$ cat src/rtl/core/assert_macros.svh
// ---------------------------------------------------------------------------
// Assertion macros
// Clocked checks on clk_i, switched off while rst_ni is low.
// ---------------------------------------------------------------------------
`ifndef ASSERT_MACROS_SVH
`define ASSERT_MACROS_SVH

// Same-cycle implication
`define ASSERT_IMPL(lbl, ante, cons) \
  lbl: assert property (@(posedge clk_i) disable iff (!rst_ni) (ante) |-> (cons)) \
    else $error("same-cycle implication violated");

// Next-cycle implication
`define ASSERT_NEXT(lbl, ante, cons) \
  lbl: assert property (@(posedge clk_i) disable iff (!rst_ni) (ante) |=> (cons)) \
    else $error("next-cycle implication violated");

`endif

$ cat src/rtl/core/qeti_pkg.sv
// ---------------------------------------------------------------------------
// qeti_pkg
// Shared widths, register indexes, multiplier interface types and
// saturating 64-bit arithmetic for the quartic escape-time iterator.
// ---------------------------------------------------------------------------
package qeti_pkg;

  localparam int WORD_W  = 64;
  localparam int PROD_W  = 128;
  localparam int POINT_W = 32;
  localparam int MAG_W   = 50;
  localparam int CFG_IDX_W = 3;

  localparam logic [CFG_IDX_W-1:0] CFG_JULIA_MODE     = 3'd0;
  localparam logic [CFG_IDX_W-1:0] CFG_JULIA_CONST_RE = 3'd1;
  localparam logic [CFG_IDX_W-1:0] CFG_JULIA_CONST_IM = 3'd2;
  localparam logic [CFG_IDX_W-1:0] CFG_MAX_ITERATIONS = 3'd3;

  localparam logic [WORD_W-1:0] S64_MAX = {1'b0, {(WORD_W-1){1'b1}}};
  localparam logic [WORD_W-1:0] S64_MIN = {1'b1, {(WORD_W-1){1'b0}}};

  // Request to the shared multiplier; half selects the doubled-product shift
  typedef struct packed {
    logic              start;
    logic              half;
    logic [WORD_W-1:0] a;
    logic [WORD_W-1:0] b;
  } mul_req_t;

  typedef struct packed {
    logic              done;
    logic [WORD_W-1:0] res;
    logic [PROD_W-1:0] prod;
  } mul_rsp_t;

  function automatic logic [WORD_W-1:0] sat_add(input logic [WORD_W-1:0] a,
                                                input logic [WORD_W-1:0] b);
    logic [WORD_W:0] r;
    r = {a[WORD_W-1], a} + {b[WORD_W-1], b};
    if (r[WORD_W] != r[WORD_W-1]) begin
      sat_add = r[WORD_W] ? S64_MIN : S64_MAX;
    end else begin
      sat_add = r[WORD_W-1:0];
    end
  endfunction

  function automatic logic [WORD_W-1:0] sat_sub(input logic [WORD_W-1:0] a,
                                                input logic [WORD_W-1:0] b);
    logic [WORD_W:0] r;
    r = {a[WORD_W-1], a} - {b[WORD_W-1], b};
    if (r[WORD_W] != r[WORD_W-1]) begin
      sat_sub = r[WORD_W] ? S64_MIN : S64_MAX;
    end else begin
      sat_sub = r[WORD_W-1:0];
    end
  endfunction

endpackage

$ cat src/rtl/core/qeti_mul.sv
// ---------------------------------------------------------------------------
// qeti_mul
// Shared 64x64 signed multiplier built from one 32x32 unsigned multiplier.
// Four partial products accumulate into a 128-bit register, then the
// product is shifted down, rounded toward minus infinity and saturated.
// ---------------------------------------------------------------------------
module qeti_mul import qeti_pkg::*; #(
  parameter int FRAC_BITS = 43
) (
  input  logic     clk_i,
  input  logic     rst_ni,
  input  mul_req_t req_i,
  output mul_rsp_t rsp_o
);

  localparam int HALF_W = WORD_W / 2;
  localparam logic [PROD_W-1:0] MASK_F = (128'd1 << FRAC_BITS) - 128'd1;
  localparam logic [PROD_W-1:0] MASK_H = (128'd1 << (FRAC_BITS - 1)) - 128'd1;
  localparam logic [2:0] LAST_MUL_STEP = 3'd3;
  localparam logic [2:0] FINAL_STEP    = 3'd5;

  logic              act_q, act_d;
  logic [2:0]        step_q, step_d;
  logic              done_q, done_d;
  logic              pp_vld_q, pp_vld_d;
  logic [WORD_W-1:0] ma_q, ma_d, mb_q, mb_d;
  logic              neg_q, neg_d, half_q, half_d;
  logic [WORD_W-1:0] pp_q, pp_d;
  logic [1:0]        ppsh_q, ppsh_d;
  logic [PROD_W-1:0] acc_q, acc_d;
  logic [WORD_W-1:0] res_q, res_d;

  logic [HALF_W-1:0] op_a, op_b;
  logic [PROD_W-1:0] pp_ext, pp_aligned;
  logic [PROD_W-1:0] quo, quo_inc;
  logic              rem_nz;
  logic [WORD_W-1:0] fin;

  // Partial product order: lo*lo, lo*hi, hi*lo, hi*hi
  assign op_a = step_q[1] ? ma_q[WORD_W-1:HALF_W] : ma_q[HALF_W-1:0];
  assign op_b = step_q[0] ? mb_q[WORD_W-1:HALF_W] : mb_q[HALF_W-1:0];
  assign pp_ext = {{(PROD_W-WORD_W){1'b0}}, pp_q};

  always_comb begin
    case (ppsh_q)
      2'd0:    pp_aligned = pp_ext;
      2'd1:    pp_aligned = pp_ext << HALF_W;
      2'd2:    pp_aligned = pp_ext << WORD_W;
      default: pp_aligned = '0;
    endcase
  end

  always_comb begin
    quo    = half_q ? (acc_q >> (FRAC_BITS - 1)) : (acc_q >> FRAC_BITS);
    rem_nz = half_q ? |(acc_q & MASK_H) : |(acc_q & MASK_F);
    quo_inc = quo + {{(PROD_W-1){1'b0}}, rem_nz};
    if (!neg_q) begin
      fin = (|quo[PROD_W-1:WORD_W-1]) ? S64_MAX : quo[WORD_W-1:0];
    end else begin
      fin = (|quo_inc[PROD_W-1:WORD_W-1]) ? S64_MIN : (~quo_inc[WORD_W-1:0] + 64'd1);
    end
  end

  always_comb begin
    act_d    = act_q;
    step_d   = step_q;
    done_d   = 1'b0;
    pp_vld_d = 1'b0;
    ma_d     = ma_q;
    mb_d     = mb_q;
    neg_d    = neg_q;
    half_d   = half_q;
    pp_d     = pp_q;
    ppsh_d   = ppsh_q;
    acc_d    = acc_q;
    res_d    = res_q;
    if (req_i.start) begin
      act_d  = 1'b1;
      step_d = '0;
      ma_d   = req_i.a[WORD_W-1] ? (~req_i.a + 64'd1) : req_i.a;
      mb_d   = req_i.b[WORD_W-1] ? (~req_i.b + 64'd1) : req_i.b;
      neg_d  = req_i.a[WORD_W-1] ^ req_i.b[WORD_W-1];
      half_d = req_i.half;
      acc_d  = '0;
    end else if (act_q) begin
      step_d = step_q + 3'd1;
      if (step_q <= LAST_MUL_STEP) begin
        pp_d     = op_a * op_b;
        ppsh_d   = {1'b0, step_q[1]} + {1'b0, step_q[0]};
        pp_vld_d = 1'b1;
      end
      if (pp_vld_q) begin
        acc_d = acc_q + pp_aligned;
      end
      if (step_q == FINAL_STEP) begin
        res_d  = fin;
        done_d = 1'b1;
        act_d  = 1'b0;
      end
    end
  end

  always_ff @(posedge clk_i or negedge rst_ni) begin
    if (!rst_ni) begin
      act_q    <= 1'b0;
      step_q   <= '0;
      done_q   <= 1'b0;
      pp_vld_q <= 1'b0;
    end else begin
      act_q    <= act_d;
      step_q   <= step_d;
      done_q   <= done_d;
      pp_vld_q <= pp_vld_d;
    end
  end

  always_ff @(posedge clk_i) begin
    ma_q   <= ma_d;
    mb_q   <= mb_d;
    neg_q  <= neg_d;
    half_q <= half_d;
    pp_q   <= pp_d;
    ppsh_q <= ppsh_d;
    acc_q  <= acc_d;
    res_q  <= res_d;
  end

  assign rsp_o.done = done_q;
  assign rsp_o.res  = res_q;
  assign rsp_o.prod = acc_q;

endmodule

$ cat config.mk
export PLATFORM = sky130hd
export DESIGN_NAME = qeti_mul
export DESIGN_NICKNAME = d
export VERILOG_FILES = /design/src/rtl/core/assert_macros.svh /design/src/rtl/core/qeti_pkg.sv /design/src/rtl/core/qeti_mul.sv
export SDC_FILE = /design/constraint.sdc
export NUM_CORES = 2
export LEC_CHECK = 0
export ABC_AREA = 1
export BUFFER_PORTS_ARGS = -buffer_cell sky130_fd_sc_hd__buf_2
export CAP_MARGIN = 25
export CORE_MARGIN = 5
export CORE_UTILIZATION = 35
export CTS_BUF_LIST = sky130_fd_sc_hd__clkbuf_4 sky130_fd_sc_hd__clkbuf_8
export DETAILED_ROUTE_END_ITERATION = 8
export SYNTH_ARGS = -nofsm -noshare
export SYNTH_HDL_FRONTEND = slang
export SYNTH_SLANG_ARGS = --single-unit
$ cat constraint.sdc
create_clock -name clk_i -period 11 [get_ports clk_i]
set_clock_uncertainty 0.15 [all_clocks]
set_input_delay 1.1 -clock clk_i [delete_from_list [all_inputs] [get_ports clk_i]]
set_output_delay 1.1 -clock clk_i [all_outputs]
set_load 0.01 [all_outputs]
# == Word level (Yosys, flattened, before mapping) ==
# Cells that the tools add are included.
# word_totals
reg_bits,394
inputBits,132
output_inout_bits,193
wordCells,61
# op_classes
add_sub_neg,7
n_mul,1
magnitude_cmp,1
eq_ne,3
mux,21
n_bitwise,5
reduce_logical,9
# op_table
operator,count
128-bit one-hot mux with 3 select lines,1
"64-bit by 1-bit adder with 64-bit output, second input constant",3
64-bit two-way mux,3
64-bit NOT,3
65-bit OR reduction,2
128-bit adder,1
63-bit two-way mux,2
86-bit by 1-bit adder with 87-bit output,1
86-bit two-way mux,1
32-bit by 32-bit multiplier with 64-bit output,1
32-bit two-way mux,2
43-bit OR reduction,1
42-bit OR reduction,1
1-bit two-way mux,10
3-bit two-way mux,2
3-bit AND reduction,2
"3-bit by 1-bit adder with 3-bit output, second input constant",1
"3-bit equality test, second input constant",1
"3-bit by 2-bit <= comparator with 1-bit output, second input constant",1
1-bit by 1-bit adder with 2-bit output,1
"2-bit by 1-bit equality test with 1-bit output, second input constant",1
"2-bit equality test, second input constant",1
2-bit logical NOT,1
2-bit AND reduction,1
other kinds (3),3

# == Longest topological paths before layout ==
# depth
depth_word,7
mapped_depth,37
depth_no_buf,35

# == Worst setup path before layout ==
# OpenSTA, ideal clock, no wires.
# synth_path
kind,register to register
startpoint,register step_q[0]
endpoint,"register pp_q[51], data pin"
setup_ps,262
arrival_ps,7541
required_time_ps,10588
slack_ps,3047
path_stages_with_launch,32
path_buffers,3
period_less_slack_ps,7953
cell_sequence,dfrtp_1 -> clkbuf_1 -> buf_1 -> nand2_1 -> o21ai_1 -> clkbuf_1 -> nor2_1 -> fa_1 -> inv_1 -> fa_1 -> fa_1 -> fa_1 -> inv_1 -> fa_1 -> inv_1 -> fa_1 -> inv_1 -> fa_1 -> inv_1 -> fa_1 -> inv_1 -> ha_1 -> nand2_1 -> nor2_1 -> nand2_1 -> inv_1 -> a21oi_1 -> o21ai_0 -> a31oi_1 -> o21ai_0 -> a21oi_1 -> xor2_1
# synth_via
elab_chain_cells,2
# synth_rtl
element,line_no,rtl
start: declaration,qeti_mul.sv:23,"logic [2:0] step_q, step_d;"
start signal: assignment,qeti_mul.sv:111,step_q <= step_d;
32-bit two-way mux,qeti_mul.sv:41,assign op_b = step_q[0] ? mb_q[WORD_W-1:HALF_W] : mb_q[HALF_W-1:0];
32-bit by 32-bit multiplier with 64-bit output,qeti_mul.sv:88,pp_d = op_a * op_b;
end signal: assignment,qeti_mul.sv:122,pp_q <= pp_d;
end: declaration,qeti_mul.sv:28,"logic [WORD_W-1:0] pp_q, pp_d;"
# Every way passes these cells.
# A chain may end at the register's enable or synchronous reset.

# == Final worst setup path ==
# layout_path
startpoint,register step_q[1]
endpoint,"register pp_q[50], data pin"
# layout_via
elab_chain_cells,2
# layout_rtl
element,line_no,rtl
32-bit two-way mux,qeti_mul.sv:40,assign op_a = step_q[1] ? ma_q[WORD_W-1:HALF_W] : ma_q[HALF_W-1:0];
32-bit by 32-bit multiplier with 64-bit output,qeti_mul.sv:88,
# Every way passes these cells.

==> flow_summary.ini <==
[global_route]
track_usage = 0.3135
antenna_found_initial = 16
grt_start_max_net_pins = 181
grt_pass1_wl_mm = 480.8
grt_pass1_vias = 70093
gr-total-overflow = 0

[sta]
finalCritPeriodShare = 0.8909
fin_ws_ns = 1.201
setup_viol = 0
report.final.slew_viol_count = 0
setup_tns_ns = 0
min_period_ns = 9.800
rsz0062_at_grt = no
worst_slew_pin_slew_ns = 1.115
fmax_mhz = 102.0
hold_viol = 0
slew_headroom = 0.2501

[clock_tree]
clk_path_buf_depth = 3
cts_buffers = 80
postCtsHoldBufs = 1
cts_tree = built
clk_latency_ns = 0.85
cts_max_level = 3
clock-sinks = 394
cts_resized = 0
clk_root_buffer_cell = clkbuf_8
post_cts_buffers = 0
clkTransAtPathRegs_ns = 0.06

[synthesis]
avgSynthCellArea_um2 = 6.961
ys_warn_count = 0
synth_edf_count = 260
synthSimpleGateAreaFrac = 0.2594
netlist_instances = 10027
syn-num-nets = 11454
ys.flop_type = edfxtp_1
synth_top_family_by_area = adder cells
syn-cell-area_mm2 = 0.06979
ys_types = 57
synth-seq-cells = 394
synth_fa_ha_area_frac = 0.3286
synth_compound_area_frac = 0.09916
synth_mux_area_frac = 0
yosysSeqAreaShare = 0.1507
synth-xor-area-share = 0.03526
synthArstFlopShare = 0.01523

[floorplanning]
coreArea_mm2 = 0.1990
die_h_um = 456.6
dieArea_mm2 = 0.2084
ios = 325
initial_utilization = 0.3506
die_width_um = 456.6
std_cell_rows = 164

[worst_setup_path]
path_common_cell = fa_1
setup.worst_path.end = pp_q[50]
critPathSlowestCell = clkinv_1
cp_max_fo = 18
cp_slowest_stage_delay_ns = 0.91
rrSetupSlack_ns = 1.20
required_ns = 11.35
cp.depth = 26
cp-end-kind = flop
reg2reg_depth = 26
worstPathBufferInverterCount = 7
rr_endpoint = pp_q[50]
critical_path_arrival_ns = 10.15
crit_type = reg -> reg
r2r_start = step_q[1]
cp-startpoint = step_q[1]
start_kind = flop
cp_top_family = adder cells

[cells_and_area]
nets = 11709
multi_input_area_mm2 = 0.05064
fillCellCount = 21521
stdcell_count = 13005
final_common_cell = nand2_1
layout_common_cells = nand2_1 (2135), inv_1 (1967), nor2_1 (1698)
regArea_mm2 = 0.01052
drive_gt1_frac = 0.07417
layout-area-overhead-vs-synth_pct = 9.597

[route]
final_antenna_net_count = 0
drt-pass1-iter-count = 6
wl_per_cell_um = 25.79
routed_wl_mm = 335.4
drt_iter0_markers = 6922
detail_route.vias_per_cell = 5.340
drc = 0
dr_total_vias = 69451

[placed_design]
port_buffers = 324
dp.cells = 12854
routabilityCongestion = 1.059
place_hpwl_mm = 281.8
place_ws_ns = 1.065

[run]
maxCapViolCount = 0

[hold_path]
hold_path.class = in -> reg

[outcome]
status = completed
per-layer routing:
metal  vias to the layer above  routed length [µm]  GRT usage
met1                     33874              129800     0.3849
met5                         -                  64          0
met3                       761               26740    0.05274
met2                      3409              155800     0.5231
li1                      31397                   -          -
met4                        10               23050     0.1749
area by class of cell:
type | instances | share of cell area
well taps | 2656 | 0.04345
flip-flops and latches | 394 | 0.1376
diodes | 8 | 0.0002617
multi-input cells | 7337 | 0.6621
repair buffers | 456 | 0.03448
inverters | 2013 | 0.09886
clock buffers | 98 | 0.01632
clock inverters | 43 | 0.007001
logic make-up after synthesis:
| logic type | Yosys count |
|---|---|
| flip-flops | 394 |
| XOR/XNOR | 281 |
| adder cells (fa/ha/maj) | 1295 |
| AO/OA/AOI/OAI | 1271 |
| AND/OR/NAND/NOR | 4490 |
| buffers and inverters | 2296 |
worst min path at each step:
stage	startpoint	end	slack, ns	cells past startpoint
floorplan	step_q[2]	act_q	0.31	1
global placement	step_q[2]	act_q	0.33	1
detailed placement	step_q[2]	act_q	0.33	1
CTS	req_i[128]	half_q	0.21	1
global route	req_i[128]	half_q	0.24	1
finish	req_i[128]	half_q	0.29	1
per-stage QoR:
| step | utilization | hold slack [ns] | area, µm² |
|---|---|---|---|
| floorplan | - | 0.3134 | 69790 |
| global placement | 0.3751 | 0.3341 | 74650 |
| detailed placement | 0.3751 | 0.3342 | 74670 |
| CTS | 0.3842 | 0.2149 | 76460 |
| global route | 0.3842 | 0.2367 | 76480 |
| finish | 0.3843 | 0.2872 | 76490 |
Yosys cell counts, types with 9 or more instances:
cell type / count / area, µm²
a31oi_1: 30 / 187.7
xor2_1: 190 / 1664
nor2_1: 1700 / 6381
a21o_1: 36 / 270.3
nor2_4: 13 / 146.4
o22ai_1: 67 / 419.2
nand2_2: 18 / 112.6
dfxtp_1: 128 / 2562
inv_1: 1968 / 7387
nand4_1: 85 / 531.8
a21boi_0: 9 / 67.56
o21a_1: 27 / 202.7
nand3_1: 319 / 1597
buf_6: 24 / 270.3
nor3_1: 79 / 395.4
clkbuf_1: 225 / 844.6
clkinv_1: 33 / 123.9
o221ai_1: 10 / 87.58
nand2_1: 2137 / 8021
o21bai_1: 25 / 187.7
or2_2: 40 / 250.2
o21ai_1: 63 / 315.3
fa_1: 897 / 17960
nor2_2: 27 / 168.9
ha_1: 398 / 4980
o211ai_1: 18 / 135.1
edfxtp_1: 260 / 7807
xnor2_1: 91 / 797.0
inv_2: 11 / 41.29
a21oi_1: 483 / 2417
buf_1: 22 / 82.58
o21ai_0: 470 / 2352
nor4_1: 51 / 319.1
registers in the layout (all words and copies together) (netlist names):
name      cells
ma_q         64
res_q        64
ppsh_q        2
mb_q         64
act_q         1
step_q        3
neg_q         1
pp_q         64
half_q        1
done_q        1
pp_vld_q      1
acc_q       128
Power is not shown: default switching activity piles up to over one toggle a cycle in this logic, so the estimate is an artifact.
